[config.mk]
export PLATFORM = sky130hd
export DESIGN_NAME = sorted_list_insert_delete_flat
export DESIGN_NICKNAME = d
export VERILOG_FILES = /design/src/rtl/slid_pkg.sv /design/src/rtl/slid_channels.sv /design/src/rtl/sorted_list_insert_delete.sv /design/src/flat_wrapper.sv
export SDC_FILE = /design/constraint.sdc
export NUM_CORES = 2
export LEC_CHECK = 0
export BUFFER_PORTS_ARGS = -buffer_cell sky130_fd_sc_hd__buf_2
export CORE_MARGIN = 3
export CORE_UTILIZATION = 31
export CTS_BUF_LIST = sky130_fd_sc_hd__clkbuf_8
export CTS_CLUSTER_SIZE = 20
export DETAILED_ROUTE_END_ITERATION = 8
export MAX_ROUTING_LAYER = met4
export PLACE_DENSITY_LB_ADDON = 0.3
export SLEW_MARGIN = 20
export SYNTH_ARGS = -nofsm -noshare
export SYNTH_HDL_FRONTEND = slang
export SYNTH_SLANG_ARGS = --single-unit
[constraint.sdc]
create_clock -name clock -period 10.4 [get_ports clock]
set_input_delay 1.56 -clock clock [delete_from_list [all_inputs] [get_ports clock]]
set_output_delay 1.56 -clock clock [all_outputs]
set_load 0.01 [all_outputs]
[src/rtl/slid_pkg.sv]
package slid_pkg;

   typedef logic signed [31:0] value_type;
   typedef logic [1:0]         status_type;
   typedef logic               command_type;

   localparam command_type CMD_INSERT = 1'b0;
   localparam command_type CMD_DELETE = 1'b1;

   localparam status_type STATUS_DONE    = 2'd0;
   localparam status_type STATUS_FULL    = 2'd1;
   localparam status_type STATUS_MISSING = 2'd2;

endpackage

[src/rtl/slid_channels.sv]
interface slid_req_if
   import slid_pkg::*;
   ();
   logic        valid;
   logic        ready;
   command_type command;
   value_type   value;

   modport source (output valid, output command, output value, input ready);
   modport sink   (input valid, input command, input value, output ready);
endinterface

interface slid_rsp_if
   import slid_pkg::*;
   #(parameter int COUNT_W = 7)
   ();
   logic               valid;
   logic               ready;
   status_type         status;
   logic [COUNT_W-1:0] entry_count;
   value_type          smallest;
   value_type          largest;

   modport source (output valid, output status, output entry_count, output smallest,
                   output largest, input ready);
   modport sink   (input valid, input status, input entry_count, input smallest,
                   input largest, output ready);
endinterface

[src/rtl/sorted_list_insert_delete.sv]
// Sorted table of signed 32-bit values, ascending, duplicates allowed.
// req_bus carries one word per operation: command (insert or delete) and
// value. rsp_bus returns one word per operation: status (done, table full,
// value not found), entry count after the operation, and the smallest and
// largest stored values (zero when the table is empty).
// The table lives in one single-port-read, single-port-write memory with a
// registered read. Each operation walks the memory one entry at a time:
// an insert moves entries up from the top until its slot is found, a delete
// searches from the bottom and then moves the entries above the hit down.
// After the walk, the smallest and largest stored values are read back (or
// set to zero for an empty table) and the response is loaded; a full-table
// insert or an empty-table delete skips the walk. One operation is in flight
// at a time; the next request is taken the cycle after the response is loaded.
// Reset empties the table at once; no clearing pass is needed.
// The response sits in an output register: a new request is taken while it
// waits, and the block stalls only when the next response is ready before
// the previous one has been taken.
module sorted_list_insert_delete
   import slid_pkg::*;
   #(parameter int DEPTH = 64)
   (
   input  logic        clock,
   input  logic        reset,
   slid_req_if.sink    req_bus,
   slid_rsp_if.source  rsp_bus
   );

   localparam int CW = $clog2(DEPTH + 1);
   localparam int AW = $clog2(DEPTH);
   localparam logic [CW-1:0] ONE  = CW'(1);
   localparam logic [CW-1:0] FULL = CW'(DEPTH);

   localparam logic [3:0] S_IDLE    = 4'd0;
   localparam logic [3:0] S_INS_RD  = 4'd1;
   localparam logic [3:0] S_INS_CMP = 4'd2;
   localparam logic [3:0] S_DEL_RD  = 4'd3;
   localparam logic [3:0] S_DEL_CMP = 4'd4;
   localparam logic [3:0] S_SH_RD   = 4'd5;
   localparam logic [3:0] S_SH_WR   = 4'd6;
   localparam logic [3:0] S_SUM     = 4'd7;
   localparam logic [3:0] S_LO      = 4'd8;
   localparam logic [3:0] S_HI      = 4'd9;
   localparam logic [3:0] S_DONE    = 4'd10;

   logic [3:0]    state_ff, state_in;
   value_type     val_ff, val_in;
   logic [CW-1:0] idx_ff, idx_in;
   logic [CW-1:0] cnt_ff, cnt_in;
   status_type    status_ff, status_in;
   value_type     lo_ff, lo_in;
   value_type     hi_ff, hi_in;

   logic          rsp_valid_ff, rsp_valid_in;
   status_type    rsp_status_ff, rsp_status_in;
   logic [CW-1:0] rsp_count_ff, rsp_count_in;
   value_type     rsp_lo_ff, rsp_lo_in;
   value_type     rsp_hi_ff, rsp_hi_in;

   value_type     entries_mem [DEPTH];
   value_type     rd_data_ff;
   logic          mem_we;
   logic [AW-1:0] mem_waddr;
   logic [AW-1:0] mem_raddr;
   value_type     mem_wdata;

   logic          req_fire;
   logic          rsp_free;
   logic [CW-1:0] idx_dec;
   logic [CW-1:0] idx_inc;
   logic [CW-1:0] cnt_dec;

   assign req_fire = req_bus.valid && req_bus.ready;
   assign rsp_free = !rsp_valid_ff || rsp_bus.ready;
   assign idx_dec  = idx_ff - ONE;
   assign idx_inc  = idx_ff + ONE;
   assign cnt_dec  = cnt_ff - ONE;

   assign req_bus.ready       = (state_ff == S_IDLE);
   assign rsp_bus.valid       = rsp_valid_ff;
   assign rsp_bus.status      = rsp_status_ff;
   assign rsp_bus.entry_count = rsp_count_ff;
   assign rsp_bus.smallest    = rsp_lo_ff;
   assign rsp_bus.largest     = rsp_hi_ff;

   always_comb begin
      state_in      = state_ff;
      val_in        = val_ff;
      idx_in        = idx_ff;
      cnt_in        = cnt_ff;
      status_in     = status_ff;
      lo_in         = lo_ff;
      hi_in         = hi_ff;
      rsp_valid_in  = rsp_valid_ff && !rsp_bus.ready;
      rsp_status_in = rsp_status_ff;
      rsp_count_in  = rsp_count_ff;
      rsp_lo_in     = rsp_lo_ff;
      rsp_hi_in     = rsp_hi_ff;
      mem_we        = 1'b0;
      mem_waddr     = idx_ff[AW-1:0];
      mem_wdata     = val_ff;
      mem_raddr     = idx_ff[AW-1:0];

      unique case (state_ff)
         S_IDLE: begin
            if (req_fire) begin
               val_in    = req_bus.value;
               status_in = STATUS_DONE;
               if (req_bus.command == CMD_INSERT) begin
                  idx_in = cnt_ff;
                  if (cnt_ff == FULL) begin
                     status_in = STATUS_FULL;
                     state_in  = S_SUM;
                  end else begin
                     state_in = S_INS_RD;
                  end
               end else begin
                  idx_in = '0;
                  if (cnt_ff == '0) begin
                     status_in = STATUS_MISSING;
                     state_in  = S_SUM;
                  end else begin
                     state_in = S_DEL_RD;
                  end
               end
            end
         end
         S_INS_RD: begin
            if (idx_ff == '0) begin
               mem_we   = 1'b1;
               cnt_in   = cnt_ff + ONE;
               state_in = S_SUM;
            end else begin
               mem_raddr = idx_dec[AW-1:0];
               state_in  = S_INS_CMP;
            end
         end
         S_INS_CMP: begin
            mem_we = 1'b1;
            if (rd_data_ff > val_ff) begin
               mem_wdata = rd_data_ff;
               idx_in    = idx_dec;
               state_in  = S_INS_RD;
            end else begin
               cnt_in   = cnt_ff + ONE;
               state_in = S_SUM;
            end
         end
         S_DEL_RD: begin
            state_in = S_DEL_CMP;
         end
         S_DEL_CMP: begin
            if (rd_data_ff == val_ff) begin
               state_in = S_SH_RD;
            end else if (idx_inc == cnt_ff) begin
               status_in = STATUS_MISSING;
               state_in  = S_SUM;
            end else begin
               idx_in   = idx_inc;
               state_in = S_DEL_RD;
            end
         end
         S_SH_RD: begin
            if (idx_inc < cnt_ff) begin
               mem_raddr = idx_inc[AW-1:0];
               state_in  = S_SH_WR;
            end else begin
               cnt_in   = cnt_dec;
               state_in = S_SUM;
            end
         end
         S_SH_WR: begin
            mem_we    = 1'b1;
            mem_wdata = rd_data_ff;
            idx_in    = idx_inc;
            state_in  = S_SH_RD;
         end
         S_SUM: begin
            if (cnt_ff == '0) begin
               lo_in    = '0;
               hi_in    = '0;
               state_in = S_DONE;
            end else begin
               mem_raddr = '0;
               state_in  = S_LO;
            end
         end
         S_LO: begin
            lo_in     = rd_data_ff;
            mem_raddr = cnt_dec[AW-1:0];
            state_in  = S_HI;
         end
         S_HI: begin
            hi_in    = rd_data_ff;
            state_in = S_DONE;
         end
         S_DONE: begin
            if (rsp_free) begin
               rsp_valid_in  = 1'b1;
               rsp_status_in = status_ff;
               rsp_count_in  = cnt_ff;
               rsp_lo_in     = lo_ff;
               rsp_hi_in     = hi_ff;
               state_in      = S_IDLE;
            end
         end
         default: begin
            state_in = S_IDLE;
         end
      endcase
   end

   always_ff @(posedge clock) begin
      if (reset) begin
         state_ff     <= S_IDLE;
         cnt_ff       <= '0;
         rsp_valid_ff <= 1'b0;
      end else begin
         state_ff     <= state_in;
         cnt_ff       <= cnt_in;
         rsp_valid_ff <= rsp_valid_in;
      end
   end

   always_ff @(posedge clock) begin
      val_ff        <= val_in;
      idx_ff        <= idx_in;
      status_ff     <= status_in;
      lo_ff         <= lo_in;
      hi_ff         <= hi_in;
      rsp_status_ff <= rsp_status_in;
      rsp_count_ff  <= rsp_count_in;
      rsp_lo_ff     <= rsp_lo_in;
      rsp_hi_ff     <= rsp_hi_in;
   end

   always_ff @(posedge clock) begin
      if (mem_we) begin
         entries_mem[mem_waddr] <= mem_wdata;
      end
      rd_data_ff <= entries_mem[mem_raddr];
   end

   a_count_bound: assert property (@(posedge clock) disable iff (reset)
      cnt_ff <= FULL)
      else $error("entry count above table depth");

   a_full_status: assert property (@(posedge clock) disable iff (reset)
      rsp_valid_ff && rsp_status_ff == STATUS_FULL |-> rsp_count_ff == FULL)
      else $error("full status with table not full");

   a_empty_zero: assert property (@(posedge clock) disable iff (reset)
      rsp_valid_ff && rsp_count_ff == '0 |-> rsp_lo_ff == '0 && rsp_hi_ff == '0)
      else $error("empty table reports nonzero bounds");

   a_count_idle: assert property (@(posedge clock) disable iff (reset)
      state_ff == S_IDLE |=> $stable(cnt_ff))
      else $error("entry count moved while idle");

endmodule
[src/flat_wrapper.sv]
// flat-port wrapper written by rule: the top's interface ports become plain ports
module sorted_list_insert_delete_flat import slid_pkg::*;
#(parameter int DEPTH = 64)
  (clock, reset, req_bus_valid, req_bus_command, req_bus_value, req_bus_ready, rsp_bus_valid, rsp_bus_status, rsp_bus_entry_count, rsp_bus_smallest, rsp_bus_largest, rsp_bus_ready);
  slid_req_if req_bus_i ();
  slid_rsp_if rsp_bus_i ();
  input  logic clock;
  input  logic reset;
  input wire logic [$bits(req_bus_i.valid)-1:0] req_bus_valid;
  input wire logic [$bits(req_bus_i.command)-1:0] req_bus_command;
  input wire logic [$bits(req_bus_i.value)-1:0] req_bus_value;
  output wire logic [$bits(req_bus_i.ready)-1:0] req_bus_ready;
  output wire logic [$bits(rsp_bus_i.valid)-1:0] rsp_bus_valid;
  output wire logic [$bits(rsp_bus_i.status)-1:0] rsp_bus_status;
  output wire logic [$bits(rsp_bus_i.entry_count)-1:0] rsp_bus_entry_count;
  output wire logic [$bits(rsp_bus_i.smallest)-1:0] rsp_bus_smallest;
  output wire logic [$bits(rsp_bus_i.largest)-1:0] rsp_bus_largest;
  input wire logic [$bits(rsp_bus_i.ready)-1:0] rsp_bus_ready;
  assign req_bus_i.valid = req_bus_valid;
  assign req_bus_i.command = req_bus_command;
  assign req_bus_i.value = req_bus_value;
  assign req_bus_ready = req_bus_i.ready;
  assign rsp_bus_valid = rsp_bus_i.valid;
  assign rsp_bus_status = rsp_bus_i.status;
  assign rsp_bus_entry_count = rsp_bus_i.entry_count;
  assign rsp_bus_smallest = rsp_bus_i.smallest;
  assign rsp_bus_largest = rsp_bus_i.largest;
  assign rsp_bus_i.ready = rsp_bus_ready;
  sorted_list_insert_delete #(.DEPTH(DEPTH)) u_core (.clock(clock), .reset(reset), .req_bus(req_bus_i), .rsp_bus(rsp_bus_i));
endmodule
### After elaboration in Yosys (flattened, before gate mapping)

Memory sizes are Yosys's and may differ from the RTL's. A register that Yosys moved wholly into a read port is not among the register bits.
Cells that the tools add are included.

* RAM bits: 2048
* input bits: 37
* bits in read-only memories: 0
* memories kept: 1
* bits in registers: 190
* bits in latches: 0

* equal/unequal tests: 23
* mux-type cells: 44
* shift operators: 0
* reductions and logical operators: 22
* multiply operators: 0
* div/mod/pow operators: 0
* bitwise gates (word level): 0
* magnitude comparators: 2
* add/sub/neg operators: 4

Memories
* u_core.entries_mem: words 64, bits a word 32, read ports 1, clocked after Yosys merged registers in 1, write ports 1, line sorted_list_insert_delete.sv:59 `value_type entries_mem [DEPTH];`

Operators by type and width (count)
* $pmux W32 S2: 3
* $mux W32: 2
* $mux W7: 8
* $pmux W4 S11: 1
* $eq A32 B32 Y1: 1
* $gt A32 B32 Y1: 1
* $pmux W7 S4: 1
* $pmux W6 S4: 1
* $pmux W7 S3: 1
* $mux W6: 3
* $eq A4 B3 Y1 const B: 4
* $mux W4: 4
* $mux W3: 5
* $add A7 B1 Y7 const B: 2
* $logic_not A7 Y1: 2
* $sub A7 B1 Y7 const B: 2
* $eq A4 B4 Y1 const B: 3
* $mux W2: 6
* $ne A2 B1 Y1 const B: 5
* $ne A2 B2 Y1 const B: 5
* $reduce_and A2 Y1: 5
* $eq A4 B2 Y1 const B: 2
* $reduce_and A4 Y1: 2
* $eq A7 B7 Y1: 1
* other kinds (15): 25

### Logic depth before layout (Yosys ltp)

* depth after elaboration: 5
* mapped depth: 21
* gate-level depth less buffers: 15

### Worst setup path before layout

OpenSTA, ideal clock, no wires.

* path kind: reg-to-reg
* start: register u_core.val_ff[9]
* end: memory u_core.entries_mem[0][0] (netlist name), data pin
* period minus slack after synthesis: 5.857 ns
* library setup time: 0.702 ns
* path buffers: 1
* slack: 4.543 ns
* arrival: 5.154 ns
* cell stages (with the launch flop): 13
* path through: edfxtp_1 > inv_1 > ha_1 > a21o_1 > a21o_1 > a2111oi_0 > o31a_1 > nor4b_1 > or4_1 > o211ai_1 > nand3_1 > clkbuf_1 > o21ai_0

* cells in the longest elaborated chain, start to end: 3

Ends and longest elaborated chain
* from (decl): line sorted_list_insert_delete.sv:46 `value_type val_ff, val_in;`
* from (signal assigned): line sorted_list_insert_delete.sv:225 `val_ff <= val_in;`
* $gt A32 B32 Y1: line sorted_list_insert_delete.sv:139 `if (rd_data_ff > val_ff) begin`
* $mux W32: line sorted_list_insert_delete.sv:139
* $pmux W32 S2: line sorted_list_insert_delete.sv:103 `unique case (state_ff)`
* via u_core.mem_wdata[0]: line sorted_list_insert_delete.sv:64 `value_type mem_wdata;`
* to (decl): line sorted_list_insert_delete.sv:59

The timed path passes the listed nets, and every way through them passes these cells.

### Worst setup path in the final report

* start: register u_core.idx_ff[3]
* end: register u_core.rd_data_ff[31] (read register of u_core.entries_mem)

* cells in the longest elaborated chain, start to end: 4
* elaborated cells on any way between the ends: 8
* those cells by class: add/sub: 2; order compare: 1; mux: 4; reduce/logical: 1

Ends and longest elaborated chain
* from (decl): line sorted_list_insert_delete.sv:47 `logic [CW-1:0] idx_ff, idx_in;`
* from (signal assigned): line sorted_list_insert_delete.sv:226 `idx_ff <= idx_in;`
* $add A7 B1 Y7: line sorted_list_insert_delete.sv:75 `assign idx_inc = idx_ff + ONE;`
* $lt A7 B7 Y1: line sorted_list_insert_delete.sv:163 `if (idx_inc < cnt_ff) begin`
* $mux W6: line sorted_list_insert_delete.sv:163
* $pmux W6 S4 (*): line sorted_list_insert_delete.sv:103
* to (decl): line sorted_list_insert_delete.sv:60 `value_type rd_data_ff;`

Every way passes the cells marked *; elsewhere a longest branch is shown, timed or not.
A chain may end at the register's enable or synchronous reset.

==> summary.txt <==
Yosys
  • Syn Inst Count: 5,915
  • Synth cell types: 74
  • Post-synth EDFFs: 2,226
  • Synth Area per Inst: 15.0 um^2
  • Dominant cell type by area after synthesis: edfxtp_1
  • Sequential-to-total area share from yosys stat: 76.2%
  • Area contributors post-synth: edfxtp_1 (75%), nand2_1 (4.7%), mux2i_1 (4.4%), a21oi_1 (2.2%), nand3_1 (1.2%)
  • Synthesized area: 0.0888 mm^2
  • Synth top area share: 75.3%
  • #FFs+latches synth: 2,270
  • Synth warn: 0
  • Syn nets: 5,995
  • Fraction of registers with async set/reset: 0%
  • Prevailing post-synth register cell: edfxtp_1

STA
  • Crit path time final: 7.64 ns
  • RSZ-0062 raised after global routing: no
  • Part of the cycle the worst path needs: 73.5%
  • Tightest Pin Transition: 1.32 ns
  • Final worst slack: about 2.8 ns
  • Max_slew headroom: a little under an eighth
  • Clk_skew: 0.0998 ns
  • Max Slew Vio Count: 0
  • Setup tns final: 0 ns
  • Setup violators final: 0
  • Final hold vios: 0
  • Max Clk Rate: 0.131 GHz

Die
  • Starting density of the core: 31.3%
  • DIE HEIGHT: 541 um
  • Core Area: 0.284 mm^2
  • Site Rows: 195
  • Die area: 0.293 mm^2
  • Num ports: 112
  • Die width: approximately 540 um

Layout
  • Share of cells above drive strength 1: 14.3%
  • NumNets Final: 6,325
  • Synth-to-layout area growth: 14.8%
  • Finished Layout Cells: 10,300
  • Util after Layout: about 36%
  • Fill count: 26,800

Placement
  • Worst slack, placed: ~2.9 ns
  • Post-DP HPWL: about 150 mm
  • Routability cong.: 0.893
  • Number of cells after detailed placement: 9,607
  • Port-buffer cells: between 100 and 150

Clock tree
  • CTS Buf Count: 379
  • CTS tree: done
  • CTS Buffer Depth: 4
  • Worst-path clk slew: around 0.07 ns
  • CTS Hold Bufs: 0
  • Worst skew pair latency: 1.08 ns
  • Post-cts resize count: 0
  • Clock sink count: around 2,300
  • Postcts setup bufs: 0
  • CTS HTree Levels: 5
  • Clock Root Buffer: clkbuf_8

Drt
  • Post-Route WL: around 280 mm
  • DRC: 0
  • 1st-pass router iterations: 8
  • Wire per inst: 27.4 um
  • DRT iter0 DRCs: 7,079
  • Vias per cell: 5.36
  • Vias: 55,100
  • ANT nets after route: 0

GRT
  • GRT Residual Overflow: 0
  • Vias in the first global route: 52,000
  • Initial antenna violation count: 17
  • First-pass GRT wire length: ~400 mm
  • Pin count of the biggest net entering global routing: about 160
  • Gr usage total: about a fifth

Power
  • Pleak: 34.3 nW
  • Net Sw Frac: 43.4%
  • Total power: around 34 mW
  • P_int: around 19 mW
  • Clock Power Share: between 20% and 30%
  • Pwr/cell area: 335 mW/mm^2
  • Worst VDD drop: 323 uV
  • Reg power frac: 34.7%
  • Net switching power: 14.8 mW
  • Comb power frac: 43.6%

Worst hold path
  • Hold wc startpoint: u_core.lo_ff[16]
  • Worst hold path type: register to register

Critical path
  • CP Data Required Time: 11.37 ns
  • CP Capture Type: register
  • Kind of critical path: register to register
  • Critical-path maximum fanout: 154
  • CP startpoint kind: register
  • RR Startpoint: u_core.idx_ff[3]
  • Critical Path AT: 8.61 ns
  • Critical path launch point: u_core.idx_ff[3]

Run status
  • Run status: finished, final reports clean

Job
  • Max_cap viols: 0
cell type report:
class / count / area, um^2 / area share [%]
Inverter: 47 / 176 / 0.173
Multi-Input combinational cell: 3233 / 20200 / 19.8
Timing Repair Buffer: 314 / 2210 / 2.17
Clock inverter: 269 / 1490 / 1.47
Sequential cell: 2270 / 67700 / 66.4
Clock buffer: 397 / 5460 / 5.36
Tap cell: 3743 / 4680 / 4.59
Antenna cell: 17 / 42.5 / 0.0417
synth_stat cells, types with 6 or more instances:
cell type     n
xnor2_1      11
a221o_1       7
a32oi_1      41
a31oi_1      97
o31ai_1      12
inv_1        47
and3_1       28
xor2_1        7
dfxtp_1      44
o32a_1        8
a22oi_1      48
ha_1         43
or4_1        11
or3_1        14
buf_2       120
a22o_1       12
clkbuf_1    158
o21ai_0      39
a32o_1       24
a211o_1       7
mux2i_1     390
o21a_1       10
buf_1        60
a21oi_1     386
nand3_1     212
a221oi_1    101
nor2_1      120
buf_4        23
o221ai_1     40
edfxtp_1   2226
a2111oi_0    16
o211ai_1     11
a21o_1       11
o41ai_1      22
o22ai_1      96
nand2_1    1115
mux2_2       31
and2_1       64
nor4_1       72
nand4_1      18
a21boi_0      6
nor3_1       23
a211oi_1     27
layer usage:
metal | vias up | wire length (um) | track usage (%)
met1 | 28300 | 119000 | 26.5
met2 | 2919 | 126000 | 28.4
met5 | - | 0 | -
li1 | 23500 | - | -
met3 | 399 | 27100 | 3.63
met4 | 0 | 9520 | 6.42
cells by family (layout without fill, tap and decap cells):
group                      after synthesis  count (layout)  share of synthesized area, %
adders and majority gates               43              43                         0.606
other                                    0              17                             0
muxes                                  421             421                          4.79
xor gates and xnor gates                18              18                         0.177
and+or+nand+nor                       1708            1708                          8.31
AOI/OAI and AO/OA                     1043            1043                          7.83
buffers and inverters                  412            1027                          2.04
DFF                                   2270            2270                          76.2
power groups by stage:
stage,clock network [mW],registers (mW),logic [mW]
final,7.41,11.9,14.9
after global routing,7.99,11.9,15.7
after CTS,7.56,11.9,14.8
after detailed placement,0,12.0,14.7
after global placement,0,12.0,14.4
after floorplan,0,11.7,8.29
stage by stage:
| step | hold WS [ns] | area, um^2 |
|---|---|---|
| floorplan | 0.400 | 88800 |
| global placement | 0.407 | 94700 |
| detailed placement | 0.405 | 95000 |
| CTS | 0.384 | 102000 |
| global route | 0.400 | 102000 |
| finish | 0.380 | 102000 |
worst max-delay path, cell delays in order (launching register included):
cell and delay, ns:
edfxtp_1 0.64, nand3_1 0.73, nor3_1 0.46, xor2_1 0.26, ha_1 0.29, nand4_1 0.19
a21o_1 0.18, a21oi_1 0.15, or4_1 1.01, nand2_8 0.67, buf_12 0.61, mux2i_1 0.27
a221oi_1 0.11, a2111oi_1 1.10, a211oi_2 0.41, o21a_1 0.20
placed cells by master, fill, tap and decap left out, drive strengths merged, types with 12 or more instances in the layout:
| cell | netlist | final |
|---|---|---|
| a2111oi | 16 | 16 |
| a211oi | 27 | 27 |
| a21oi | 386 | 386 |
| a221oi | 101 | 101 |
| a22o | 12 | 12 |
| a22oi | 48 | 48 |
| a31oi | 97 | 97 |
| a32o | 24 | 24 |
| a32oi | 41 | 41 |
| and2 | 64 | 64 |
| and3 | 28 | 28 |
| buf | 207 | 314 |
| bufinv | 0 | 16 |
| clkbuf | 158 | 397 |
| clkinv | 0 | 103 |
| dfxtp | 44 | 44 |
| diode | 0 | 17 |
| edfxtp | 2226 | 2226 |
| ha | 43 | 43 |
| inv | 47 | 192 |
| mux2 | 31 | 31 |
| mux2i | 390 | 390 |
| nand2 | 1116 | 1116 |
| nand3 | 212 | 212 |
| nand4 | 18 | 18 |
| nor2 | 121 | 121 |
| nor3 | 23 | 23 |
| nor4 | 74 | 74 |
| o21ai | 41 | 41 |
| o221ai | 40 | 40 |
| o22ai | 96 | 96 |
| o31ai | 12 | 12 |
| o41ai | 22 | 22 |
| or3 | 14 | 14 |
state kept, by name, summed over array words and instances, names as in the netlist, 4 cells and up:
signal / count
u_core.rd_data_ff: 32
u_core.val_ff: 32
u_core.rsp_bus.entry_count: 7
u_core.state_ff: 4
u_core.entries_mem: 2048
u_core.lo_ff: 32
u_core.idx_ff: 7
u_core.rsp_bus.smallest: 32
u_core.cnt_ff: 7
u_core.rsp_bus.largest: 32
u_core.hi_ff: 32
final timing paths:
kind	endpoint	slack [ns]	cells past startpoint
worst max-delay path	u_core.rd_data_ff[31]	2.76	15
worst min-delay path	u_core.rsp_bus.smallest[16]	0.38	0
worst max register to register	u_core.rd_data_ff[31]	2.76	15
worst min register to register	u_core.rsp_bus.smallest[16]	0.38	0
No activity file was read; power rests on OpenSTA's default activity.
